### config.mk
export PLATFORM = sky130hd
export DESIGN_NAME = serial_frame_receiver_unit
export DESIGN_NICKNAME = d
export VERILOG_FILES = /design/src/rtl/core/fsr_pkg.sv /design/src/rtl/core/fsr_front.sv /design/src/rtl/core/fsr_queue.sv /design/src/rtl/core/fsr_back.sv /design/src/rtl/core/serial_frame_receiver_unit.sv
export SDC_FILE = /design/constraint.sdc
export NUM_CORES = 1
export LEC_CHECK = 0
export BUFFER_PORTS_ARGS = -buffer_cell sky130_fd_sc_hd__buf_4
export CAP_MARGIN = 20
export CORE_UTILIZATION = 60
export CTS_BUF_LIST = sky130_fd_sc_hd__clkbuf_2 sky130_fd_sc_hd__clkbuf_4 sky130_fd_sc_hd__clkbuf_8
export DETAILED_ROUTE_END_ITERATION = 7
export GPL_TIMING_DRIVEN = 1
export PLACE_DENSITY = 0.79
export SYNTH_ARGS = -nofsm -noshare
export SYNTH_HDL_FRONTEND = slang
export SYNTH_HIERARCHICAL = 1
export SYNTH_SLANG_ARGS = --single-unit
export TNS_END_PERCENT = 100
### constraint.sdc
create_clock -name clk -period 6.3 [get_ports clk]
set_clock_uncertainty 0.2 [all_clocks]
set_input_delay 0 -clock clk [delete_from_list [all_inputs] [get_ports clk]]
set_output_delay 0 -clock clk [all_outputs]
set_load 0.01 [all_outputs]
### src/rtl/core/fsr_pkg.sv
// ----------------------------------------------------------------------------
// fsr_pkg
// Shared constants and types for the serial frame receiver.
// ----------------------------------------------------------------------------
package fsr_pkg;

    localparam logic [7:0] HDR_FIRST  = 8'hAA;
    localparam logic [7:0] HDR_SECOND = 8'hAF;
    localparam logic [7:0] FUNC_MAX   = 8'hF1;
    localparam logic [7:0] LEN_BAD    = 8'hFF;
    localparam logic [7:0] FUNC_POS   = 8'h01;
    localparam logic [7:0] POS_MIN_LEN = 8'd4;

    localparam int OFFSET_W = 10;
    localparam int GAIN_W   = 8;
    localparam int RAW_W    = 16;
    localparam int DIFF_W   = RAW_W + 1;
    localparam int POS_W    = 25;

    localparam logic [OFFSET_W-1:0] OFFSET_RST = 10'd350;
    localparam logic [GAIN_W-1:0]   GAIN_RST   = 8'd20;

    localparam logic REG_OFFSET = 1'b0;
    localparam logic REG_GAIN   = 1'b1;

    typedef struct packed {
        logic             checksum_ok;
        logic [7:0]       func_code;
        logic [7:0]       payload_len;
        logic             pos_update;
        logic [RAW_W-1:0] x_raw;
        logic [RAW_W-1:0] y_raw;
    } frame_t;

    typedef struct packed {
        logic   valid;
        frame_t frame;
    } push_t;

endpackage

### src/rtl/core/fsr_front.sv
// ----------------------------------------------------------------------------
// fsr_front
// Byte parser: tracks header, function, length, payload and running sum.
// ----------------------------------------------------------------------------
module fsr_front
    import fsr_pkg::*;
(
    input  logic       clk,
    input  logic       rst_n,
    input  logic       in_valid,
    output logic       in_ready,
    input  logic [7:0] rx_byte,
    output push_t      push,
    input  logic       push_ready
);

    localparam logic [2:0] PH_IDLE = 3'd0;
    localparam logic [2:0] PH_HDR1 = 3'd1;
    localparam logic [2:0] PH_HDR2 = 3'd2;
    localparam logic [2:0] PH_FUNC = 3'd3;
    localparam logic [2:0] PH_DATA = 3'd4;
    localparam logic [2:0] PH_SUM  = 3'd5;

    logic [2:0]       phase_reg,  phase_next;
    logic [7:0]       left_reg,   left_next;
    logic [7:0]       count_reg,  count_next;
    logic [7:0]       sum_reg,    sum_next;
    logic [7:0]       func_reg,   func_next;
    logic [RAW_W-1:0] x_reg,      x_next;
    logic [RAW_W-1:0] y_reg,      y_next;
    logic             accept;
    logic             ok;

    assign in_ready = (phase_reg != PH_SUM) || push_ready;
    assign accept   = in_valid && in_ready;
    assign ok       = (rx_byte == sum_reg);

    always_comb
    begin
        phase_next = phase_reg;
        left_next  = left_reg;
        count_next = count_reg;
        sum_next   = sum_reg;
        func_next  = func_reg;
        x_next     = x_reg;
        y_next     = y_reg;
        if (accept)
        begin
            case (phase_reg)
                PH_IDLE:
                begin
                    if (rx_byte == HDR_FIRST)
                    begin
                        phase_next = PH_HDR1;
                        sum_next   = rx_byte;
                    end
                end
                PH_HDR1:
                begin
                    if (rx_byte == HDR_SECOND)
                    begin
                        phase_next = PH_HDR2;
                        sum_next   = sum_reg + rx_byte;
                    end
                    else
                    begin
                        phase_next = PH_IDLE;
                    end
                end
                PH_HDR2:
                begin
                    if (rx_byte <= FUNC_MAX)
                    begin
                        phase_next = PH_FUNC;
                        func_next  = rx_byte;
                        sum_next   = sum_reg + rx_byte;
                    end
                    else
                    begin
                        phase_next = PH_IDLE;
                    end
                end
                PH_FUNC:
                begin
                    if (rx_byte != LEN_BAD)
                    begin
                        phase_next = PH_DATA;
                        left_next  = rx_byte;
                        count_next = 8'd0;
                        sum_next   = sum_reg + rx_byte;
                    end
                    else
                    begin
                        phase_next = PH_IDLE;
                    end
                end
                PH_DATA:
                begin
                    if (left_reg == 8'd0)
                    begin
                        phase_next = PH_IDLE;
                    end
                    else
                    begin
                        case (count_reg)
                            8'd0:    x_next = {rx_byte, x_reg[7:0]};
                            8'd1:    x_next = {x_reg[15:8], rx_byte};
                            8'd2:    y_next = {rx_byte, y_reg[7:0]};
                            8'd3:    y_next = {y_reg[15:8], rx_byte};
                            default: ;
                        endcase
                        count_next = count_reg + 8'd1;
                        left_next  = left_reg - 8'd1;
                        sum_next   = sum_reg + rx_byte;
                        if (left_reg == 8'd1)
                        begin
                            phase_next = PH_SUM;
                        end
                    end
                end
                default:
                begin
                    phase_next = PH_IDLE;
                end
            endcase
        end
    end

    always_comb
    begin
        push.valid             = accept && (phase_reg == PH_SUM);
        push.frame.checksum_ok = ok;
        push.frame.func_code   = func_reg;
        push.frame.payload_len = count_reg;
        push.frame.pos_update  = ok && (func_reg == FUNC_POS) && (count_reg >= POS_MIN_LEN);
        push.frame.x_raw       = x_reg;
        push.frame.y_raw       = y_reg;
    end

    always_ff @(posedge clk or negedge rst_n)
    begin
        if (!rst_n)
        begin
            phase_reg <= PH_IDLE;
            left_reg  <= 8'd0;
            count_reg <= 8'd0;
            sum_reg   <= 8'd0;
        end
        else
        begin
            phase_reg <= phase_next;
            left_reg  <= left_next;
            count_reg <= count_next;
            sum_reg   <= sum_next;
        end
    end

    always_ff @(posedge clk)
    begin
        func_reg <= func_next;
        x_reg    <= x_next;
        y_reg    <= y_next;
    end

endmodule

### src/rtl/core/fsr_queue.sv
// ----------------------------------------------------------------------------
// fsr_queue
// Two-entry frame queue between parser and position scaler.
// ----------------------------------------------------------------------------
module fsr_queue
    import fsr_pkg::*;
(
    input  logic   clk,
    input  logic   rst_n,
    input  push_t  push,
    output logic   push_ready,
    output logic   pop_valid,
    input  logic   pop_ready,
    output frame_t pop_frame
);

    frame_t     mem_reg [2];
    logic       wr_reg, wr_next;
    logic       rd_reg, rd_next;
    logic [1:0] cnt_reg, cnt_next;
    logic       do_push;
    logic       do_pop;

    assign push_ready = (cnt_reg != 2'd2);
    assign pop_valid  = (cnt_reg != 2'd0);
    assign pop_frame  = mem_reg[rd_reg];
    assign do_push    = push.valid && push_ready;
    assign do_pop     = pop_valid && pop_ready;

    always_comb
    begin
        wr_next  = do_push ? ~wr_reg : wr_reg;
        rd_next  = do_pop  ? ~rd_reg : rd_reg;
        cnt_next = cnt_reg + {1'b0, do_push} - {1'b0, do_pop};
    end

    always_ff @(posedge clk or negedge rst_n)
    begin
        if (!rst_n)
        begin
            wr_reg  <= 1'b0;
            rd_reg  <= 1'b0;
            cnt_reg <= 2'd0;
        end
        else
        begin
            wr_reg  <= wr_next;
            rd_reg  <= rd_next;
            cnt_reg <= cnt_next;
        end
    end

    always_ff @(posedge clk)
    begin
        if (do_push)
        begin
            mem_reg[wr_reg] <= push.frame;
        end
    end

endmodule

### src/rtl/core/fsr_back.sv
// ----------------------------------------------------------------------------
// fsr_back
// Position scaler: offset subtract stage, then multiply into output register.
// ----------------------------------------------------------------------------
module fsr_back
    import fsr_pkg::*;
(
    input  logic                    clk,
    input  logic                    rst_n,
    input  logic                    pop_valid,
    output logic                    pop_ready,
    input  frame_t                  pop_frame,
    input  logic [OFFSET_W-1:0]     position_offset,
    input  logic [GAIN_W-1:0]       position_gain,
    output logic                    out_valid,
    input  logic                    out_ready,
    output logic                    checksum_ok,
    output logic [7:0]              func_code,
    output logic [7:0]              payload_len,
    output logic                    pos_update,
    output logic signed [POS_W-1:0] x_pos,
    output logic signed [POS_W-1:0] y_pos
);

    logic                            s1_valid_reg;
    logic                            s1_ok_reg;
    logic [7:0]                      s1_func_reg;
    logic [7:0]                      s1_len_reg;
    logic                            s1_upd_reg;
    logic signed [DIFF_W-1:0]        s1_xd_reg, s1_xd_next;
    logic signed [DIFF_W-1:0]        s1_yd_reg, s1_yd_next;
    logic                            o_valid_reg;
    logic                            o_ok_reg;
    logic [7:0]                      o_func_reg;
    logic [7:0]                      o_len_reg;
    logic                            o_upd_reg;
    logic signed [POS_W-1:0]         o_x_reg, o_x_next;
    logic signed [POS_W-1:0]         o_y_reg, o_y_next;
    logic signed [DIFF_W+GAIN_W:0]   x_prod;
    logic signed [DIFF_W+GAIN_W:0]   y_prod;
    logic signed [DIFF_W-1:0]        offset_s;
    logic signed [GAIN_W:0]          gain_s;
    logic                            o_adv;
    logic                            s1_adv;

    assign o_adv     = !o_valid_reg || out_ready;
    assign s1_adv    = !s1_valid_reg || o_adv;
    assign pop_ready = s1_adv;

    assign offset_s = signed'({{(DIFF_W-OFFSET_W){1'b0}}, position_offset});
    assign gain_s   = signed'({1'b0, position_gain});

    always_comb
    begin
        s1_xd_next = signed'({pop_frame.x_raw[RAW_W-1], pop_frame.x_raw}) - offset_s;
        s1_yd_next = signed'({pop_frame.y_raw[RAW_W-1], pop_frame.y_raw}) - offset_s;
        x_prod     = s1_xd_reg * gain_s;
        y_prod     = s1_yd_reg * gain_s;
        o_x_next   = s1_upd_reg ? x_prod[POS_W-1:0] : '0;
        o_y_next   = s1_upd_reg ? y_prod[POS_W-1:0] : '0;
    end

    always_ff @(posedge clk or negedge rst_n)
    begin
        if (!rst_n)
        begin
            s1_valid_reg <= 1'b0;
            o_valid_reg  <= 1'b0;
        end
        else
        begin
            if (s1_adv)
            begin
                s1_valid_reg <= pop_valid;
            end
            if (o_adv)
            begin
                o_valid_reg <= s1_valid_reg;
            end
        end
    end

    always_ff @(posedge clk)
    begin
        if (s1_adv && pop_valid)
        begin
            s1_ok_reg   <= pop_frame.checksum_ok;
            s1_func_reg <= pop_frame.func_code;
            s1_len_reg  <= pop_frame.payload_len;
            s1_upd_reg  <= pop_frame.pos_update;
            s1_xd_reg   <= s1_xd_next;
            s1_yd_reg   <= s1_yd_next;
        end
        if (o_adv && s1_valid_reg)
        begin
            o_ok_reg   <= s1_ok_reg;
            o_func_reg <= s1_func_reg;
            o_len_reg  <= s1_len_reg;
            o_upd_reg  <= s1_upd_reg;
            o_x_reg    <= o_x_next;
            o_y_reg    <= o_y_next;
        end
    end

    assign out_valid   = o_valid_reg;
    assign checksum_ok = o_ok_reg;
    assign func_code   = o_func_reg;
    assign payload_len = o_len_reg;
    assign pos_update  = o_upd_reg;
    assign x_pos       = o_x_reg;
    assign y_pos       = o_y_reg;

endmodule

### src/rtl/core/serial_frame_receiver_unit.sv
// ----------------------------------------------------------------------------
// serial_frame_receiver_unit
// Framed serial command parser with checksum check and position scaling.
// ----------------------------------------------------------------------------
//  channel | handshake                  | payload
//  --------+----------------------------+------------------------------------
//  input   | in_valid / in_ready        | rx_byte
//  output  | out_valid / out_ready      | checksum_ok func_code payload_len
//          |                            | pos_update x_pos y_pos
//  config  | psel penable pwrite pready | paddr pwdata prdata
//
//  One byte per cycle is accepted while in_ready is high. After its sum
//  byte, a frame result passes the queue, offset stage and multiply stage
//  into the output register. Reset clears the parser to idle, empties the
//  queue and loads offset 350 and gain 20. in_ready drops only on a sum byte
//  while the two-entry queue is full; header and payload bytes never stall.
// ----------------------------------------------------------------------------
module serial_frame_receiver_unit
    import fsr_pkg::*;
(
    input  logic                    clk,
    input  logic                    rst_n,
    input  logic                    in_valid,
    output logic                    in_ready,
    input  logic [7:0]              rx_byte,
    output logic                    out_valid,
    input  logic                    out_ready,
    output logic                    checksum_ok,
    output logic [7:0]              func_code,
    output logic [7:0]              payload_len,
    output logic                    pos_update,
    output logic signed [POS_W-1:0] x_pos,
    output logic signed [POS_W-1:0] y_pos,
    input  logic                    psel,
    input  logic                    penable,
    input  logic                    pwrite,
    input  logic [2:0]              paddr,
    input  logic [31:0]             pwdata,
    output logic [31:0]             prdata,
    output logic                    pready
);

    logic [OFFSET_W-1:0] offset_reg;
    logic [GAIN_W-1:0]   gain_reg;
    logic                wr_en;
    push_t               push;
    logic                push_ready;
    logic                pop_valid;
    logic                pop_ready;
    frame_t              pop_frame;

    assign pready = 1'b1;
    assign wr_en  = psel && penable && pwrite;

    always_ff @(posedge clk or negedge rst_n)
    begin
        if (!rst_n)
        begin
            offset_reg <= OFFSET_RST;
            gain_reg   <= GAIN_RST;
        end
        else if (wr_en)
        begin
            if (paddr[2] == REG_OFFSET)
            begin
                offset_reg <= pwdata[OFFSET_W-1:0];
            end
            else
            begin
                gain_reg <= pwdata[GAIN_W-1:0];
            end
        end
    end

    assign prdata = (paddr[2] == REG_GAIN) ? {{(32-GAIN_W){1'b0}}, gain_reg}
                                           : {{(32-OFFSET_W){1'b0}}, offset_reg};

    fsr_front u_front (
        .clk        (clk),
        .rst_n      (rst_n),
        .in_valid   (in_valid),
        .in_ready   (in_ready),
        .rx_byte    (rx_byte),
        .push       (push),
        .push_ready (push_ready)
    );

    fsr_queue u_queue (
        .clk        (clk),
        .rst_n      (rst_n),
        .push       (push),
        .push_ready (push_ready),
        .pop_valid  (pop_valid),
        .pop_ready  (pop_ready),
        .pop_frame  (pop_frame)
    );

    fsr_back u_back (
        .clk             (clk),
        .rst_n           (rst_n),
        .pop_valid       (pop_valid),
        .pop_ready       (pop_ready),
        .pop_frame       (pop_frame),
        .position_offset (offset_reg),
        .position_gain   (gain_reg),
        .out_valid       (out_valid),
        .out_ready       (out_ready),
        .checksum_ok     (checksum_ok),
        .func_code       (func_code),
        .payload_len     (payload_len),
        .pos_update      (pos_update),
        .x_pos           (x_pos),
        .y_pos           (y_pos)
    );

endmodule

### Word level (Yosys, flattened, before mapping)

Memories as Yosys holds them, arrays and structs flattened.
Index checks and enable logic that the tools add are counted.

| storage, ports and cells | value |
|---|---|
| input bits | 50 |
| memories kept | 1 |
| flip-flop bits (word level) | 211 |
| bits in writable memories | 100 |
| output and inout bits | 103 |

Memory list:

| memory | words | bits a word | rd ports | clocked after memory_dff | write ports | line | text |
|---|---|---|---|---|---|---|---|
| u_queue.mem_reg | 2 | 50 | 1 | 0 | 1 | fsr_queue.sv:17 | `frame_t mem_reg [2];` |

| cells by class | value |
|---|---|
| muxes and demuxes | 24 |
| multiply operators | 2 |
| add/subtract/negate cells | 7 |
| bitwise operators | 8 |
| equality and inequality tests | 22 |
| $lt $le $gt $ge | 2 |
| reduce and logical (&&, ||, !) cells | 30 |

Operators with widths:

| kind | number |
|---|---|
| 8-bit 2-to-1 mux | 9 |
| 16-bit one-hot mux with 2 select lines | 2 |
| 17-bit by 9-bit multiplier with 25-bit output | 2 |
| 8-bit one-hot mux with 5 select lines | 1 |
| 16-bit by 11-bit subtractor with 17-bit output | 2 |
| 8-bit one-hot mux with 2 select lines | 2 |
| 8-bit by 1-bit equality test with 1-bit output (second input constant) | 3 |
| 5-bit AND reduction | 4 |
| 8-bit by 2-bit equality test with 1-bit output (second input constant) | 2 |
| 8-bit equality test (second input constant) | 2 |
| 8-bit zero test | 2 |
| 3-bit one-hot mux with 5 select lines | 1 |
| 3-bit 2-to-1 mux | 4 |
| 10-bit 2-to-1 mux | 1 |
| 1-bit logical AND | 9 |
| 8-bit by 1-bit adder with 8-bit output (second input constant) | 1 |
| 8-bit adder | 1 |
| 8-bit equality test | 1 |
| 8-bit by 3-bit >= comparator with 1-bit output (second input constant) | 1 |
| 8-bit <= comparator (second input constant) | 1 |
| 2-bit by 1-bit inequality test with 1-bit output (second input constant) | 4 |
| 8-bit inequality test (second input constant) | 1 |
| 1-bit NOT | 8 |
| 8-bit by 1-bit subtractor with 8-bit output (second input constant) | 1 |
| 19 further kinds | 30 |

### Depth between registers and ports, before layout

| depth | value |
|---|---|
| depth in word-level cells | 7 |
| depth in mapped cells | 19 |

### By module

Netlist, hierarchy kept.

Modules (own cells, without submodules):

| module | instances | cells each | area an instance (µm²) | sequential area each (µm²) |
|---|---|---|---|---|
| fsr_back | 1 | 1,484 | 14,764.2 | 3,653.5 |
| fsr_queue | 1 | 178 | 3,827.4 | 3,103.0 |
| fsr_front | 1 | 337 | 3,588.4 | 1,876.8 |
| serial_frame_receiver_unit | 1 | 75 | 1,021.0 | 460.4 |

### Least setup slack after synthesis

No wires, ideal clock.

| timing | value |
|---|---|
| kind | register to register |
| start point | register gain_reg[2] |
| end point | register u_back.o_x_reg[19] (netlist: u_back/x_pos[19]), data pin |
| path buffers | 2 |
| library setup time | 0.264 ns |
| data arrival time | 4.666 ns |
| path slack | 1.170 ns |
| cell stages (with the launch flop) | 18 |
| cell sequence | dfstp_2 > clkbuf_1 > nand2_1 > fa_1 > inv_1 > fa_1 > fa_1 > inv_1 > fa_1 > inv_1 > ha_1 > buf_6 > a21oi_4 > o211ai_2 > or3_1 > a41o_1 > a311oi_2 > mux2i_1 |

| on the way | value |
|---|---|
| word-level cells in the longest chain between the ends | 1 |

RTL lines:

| what | line | text |
|---|---|---|
| start, declared | serial_frame_receiver_unit.sv:44 | `logic [GAIN_W-1:0] gain_reg;` |
| start signal, assigned | serial_frame_receiver_unit.sv:70 | `gain_reg <= pwdata[GAIN_W-1:0];` |
| 17-bit by 9-bit multiplier with 25-bit output | fsr_back.sv:57 | `x_prod = s1_xd_reg * gain_s;` |
| end signal, assigned | fsr_back.sv:100 | `o_x_reg <= o_x_next;` |
| end, declared | fsr_back.sv:37 | `logic signed [POS_W-1:0] o_x_reg, o_x_next;` |

No other way between the ends.
A chain may end at the register's enable or synchronous reset.

### Worst setup path in the final report

| timing | value |
|---|---|
| start point | register gain_reg[2] |
| end point | register u_back.o_y_reg[24] (netlist: u_back/y_pos[24]), data pin |

| on the way | value |
|---|---|
| word-level cells in the longest chain between the ends | 1 |

RTL lines:

| what | line | text |
|---|---|---|
| 17-bit by 9-bit multiplier with 25-bit output | fsr_back.sv:58 | `y_prod = s1_yd_reg * gain_s;` |
| end signal, assigned | fsr_back.sv:101 | `o_y_reg <= o_y_next;` |
| end, declared | fsr_back.sv:38 | `logic signed [POS_W-1:0] o_y_reg, o_y_next;` |

No other way between the ends.

==> metrics.md <==
| Metric | Value |
|---|---|
| CORE AREA | `between 30,000 and 40,000 um^2` |
| Area occupied by multi-input gates | `12,500 um^2` |
| Commonest non-fill, non-tap cell in the layout | `inv_1` |
| Crit-path max FO | `27` |
| Adder-Cell Fraction of Synth Area | `0.257` |
| Worst endpoint required time | `about 6500 ps` |
| DRT iter0 DRCs | `~840` |
| CTS tree | `done` |
| Max reg flops | `100` |
| Crit start category | `register` |
| Clock sinks | `slightly above 300` |
| First-pass GRT wire length | `around 77,000 um` |
| Setup violators final | `0` |
| R2R depth | `16` |
| Worst hold path depth | `2` |
| Antenna violations before repair | `0` |
| Max-Cap Viols | `0` |
| N_diodes | `0` |
| # port buffers | `105` |
| GR Util All Layers | `0.248` |
| Critical Path AT | `approximately 6000 ps` |
| Setup TNS | `0 ps` |
| Crit. End Element | `register` |
| Worst slew margin | `0.230` |
| CTS buffer count | `50` |
| Post-route setup slack | `roughly 610 ps` |
| FMAX | `about 180 MHz` |
| Status | `finished clean` |
| Synth Area in XOR/XNOR | `0.0219` |
| Post-CTS setup buffer count | `0` |
| Die area | `around 39,000 um^2` |
| Total grt overflow | `0` |
| Initial Util | `0.613` |
| Drt first pass iters | `7` |
| Total Routed Length | `between 40,000 and 50,000 um` |
| Register clock-pin slew on the reported worst setup and hold paths | `70 ps` |
| Hold crit path type | `primary input to register` |
| Placer Congestion | `between 0.8 and 0.9` |
| Final Hold Viols | `0` |
| DRC | `0` |
| Worst hold start | `rx_byte[7]` |
| Slew Viols, Final | `0` |
| Tmin final | `~5700 ps` |
| Final Cycle Share | `0.902` |
| Reg2reg start | `gain_reg[2]` |
| Vias | `between 15,000 and 20,000` |
| HPWL Detailed | `~35,000 um` |
| Vias per cell | `about 5.5` |
| Avg Cell Area, Syn | `roughly 11 um^2` |
| Synth Cell Area | `around 23,000 um^2` |
| Vias in the first global route | `between 15,000 and 20,000` |
| Wire length per cell | `16.9 um` |
| Flop2flop setup slack | `610 ps` |
| Commonest register cell after synthesis | `edfxtp_1` |
| Area Growth Syn to Fin | `11.6%` |
| FILL cells | `roughly 2,700` |
| Die height | `~200 um` |
| CTS Buffer Depth | `3` |
| Crit path kind | `register to register` |
| Worst-margin pin slew | `approximately 1100 ps` |
| Antenna Nets Post-Route | `0` |
| Hold endpoint | `u_front/func_reg[7]` |
| Async SR Flop Fraction | `0.164` |
| Register area | `slightly above 9000 um^2` |
| Post-Synth Simple-Gate Area | `0.139` |
| Commonest cells after routing, fill and taps aside | `inv_1, edfxtp_1, fa_1` |
| Reg2reg end | `u_back/y_pos[24]` |
| Synth Instances | `2,074` |
| Yosys cell types | `slightly below 100` |
| Clk root buf | `clkbuf_8` |
| Final net count | `2,622` |
| RSZ-0062 raised after global routing | `false` |
| Layout Utilization | `0.684` |
| Worst-skew pair later-pin latency | `650 ps` |
| FP Rows | `between 70 and 80` |
| Post-synthesis sequential area ratio | `0.392` |
| Largest family of logic cells by synthesized area | `adder cells` |
| Ratio of cells with drive above 1 in the final layout | `0.145` |
| Mux cell area share after synthesis | `0.0451` |
| I/O pins | `roughly 150` |
| Complex-gate fraction of the synthesized area | `0.0732` |
| H-Tree Depth | `2` |
| Yosys warning total | `6` |
| Die Width | `199 um` |
| Number of synthesized flops with an enable pin | `260` |
| #FFs+latches synth | `311` |
| Largest net degree at the start of global routing | `about 70` |
| Placement Setup Slack | `678 ps` |
cells by family after synthesis:
kind of cell	count (synthesis)
AOI/OAI and AO/OA	247
xor gates and xnor gates	58
adders and majority gates	348
buffers and inverters	404
DFF	311
muxes	91
other	2
and+or+nand+nor	613
timing repair:
| action | 4_1_cts | 5_1_grt |
|---|---|---|
| gates resized for setup | 0 | 0 |
| setup endpoints to repair | 0 | 0 |
| hold buffers | 42 | 0 |
| endpoints found under the hold margin | 171 | 0 |
worst max path at each step:
stage,startpoint,end,slack (ps),cells past startpoint
global placement,gain_reg[2],u_back/y_pos[24],730,16
CTS,gain_reg[0],u_back/x_pos[24],620,15
finish,gain_reg[2],u_back/y_pos[24],610,16
floorplan,gain_reg[2],u_back/x_pos[19],1170,17
global route,gain_reg[3],u_back/y_pos[24],320,15
detailed placement,gain_reg[0],u_back/x_pos[24],680,15
stage by stage:
| step | instance area (um^2) | hold slack (ps) | std cells |
|---|---|---|---|
| 4_1_cts | 25900 | 1.18 | 2771 |
| 2_1_floorplan | 23300 | -496 | 2095 |
| 5_1_grt | 25900 | 29.0 | 2773 |
| 6_report | 25900 | 56.4 | 2773 |
| 3_3_place_gp | 24400 | -94.3 | 2638 |
| 3_5_place_dp | 24400 | -106 | 2639 |
worst max-delay path, stage by stage (launching register included):
cell,delay [ps]
dfstp_2,870
buf_4,270
nand2_1,90
fa_1,500
inv_1,60
fa_1,510
inv_1,60
fa_1,440
fa_1,510
inv_1,40
ha_1,350
a21oi_1,300
o221ai_1,180
a221oi_1,580
o211ai_1,210
a21oi_1,190
nor3b_1,60
layer usage:
metal | part of all wire | global-route usage | vias to the layer above
met2 | 0.51 | 0.428 | 408
met3 | 0.045 | 0.0326 | 99
li1 | - | - | 7188
met4 | 0.029 | 0.0923 | 0
met1 | 0.42 | 0.320 | 7511
met5 | 0 | 0 | -
final cells by class:
| type | instances | area share |
|---|---|---|
| well taps | 511 | 0.0247 |
| flip-flops and latches | 311 | 0.351 |
| clock inverters | 23 | 0.00841 |
| inverters | 315 | 0.0457 |
| clock buffers | 67 | 0.0325 |
| repair buffers | 166 | 0.0535 |
| multi-input cells | 1380 | 0.484 |
synthesized netlist by cell type, drive strengths merged, types with 5 or more instances:
cell | count | share of area
inv | 315 | 0.051
edfxtp | 260 | 0.34
fa | 215 | 0.19
nand2 | 188 | 0.030
and2 | 182 | 0.049
ha | 133 | 0.072
mux2 | 78 | 0.039
nor2 | 71 | 0.012
a21oi | 58 | 0.013
o21ai | 50 | 0.011
clkbuf | 46 | 0.0075
buf | 43 | 0.013
dfrtp | 43 | 0.046
xnor2 | 39 | 0.015
a21o | 31 | 0.010
nor3 | 31 | 0.0069
nand3 | 28 | 0.0060
and3 | 24 | 0.0065
nand2b | 20 | 0.0054
xor2 | 19 | 0.0072
a31oi | 15 | 0.0040
a211oi | 14 | 0.0045
mux2i | 13 | 0.0056
nor2b | 13 | 0.0035
o21a | 13 | 0.0043
or3 | 11 | 0.0032
dfstp | 8 | 0.0091
o211ai | 8 | 0.0028
o31ai | 7 | 0.0023
nor3b | 6 | 0.0024
o2111ai | 6 | 0.0025
or4 | 6 | 0.0021
a311oi | 5 | 0.0027
nand4 | 5 | 0.0016
nor4 | 5 | 0.0013
o21bai | 5 | 0.0016
o221ai | 5 | 0.0019
or2 | 5 | 0.0015
Power is not shown: default switching activity piles up to over one toggle a cycle in this logic, so the estimate is an artifact.
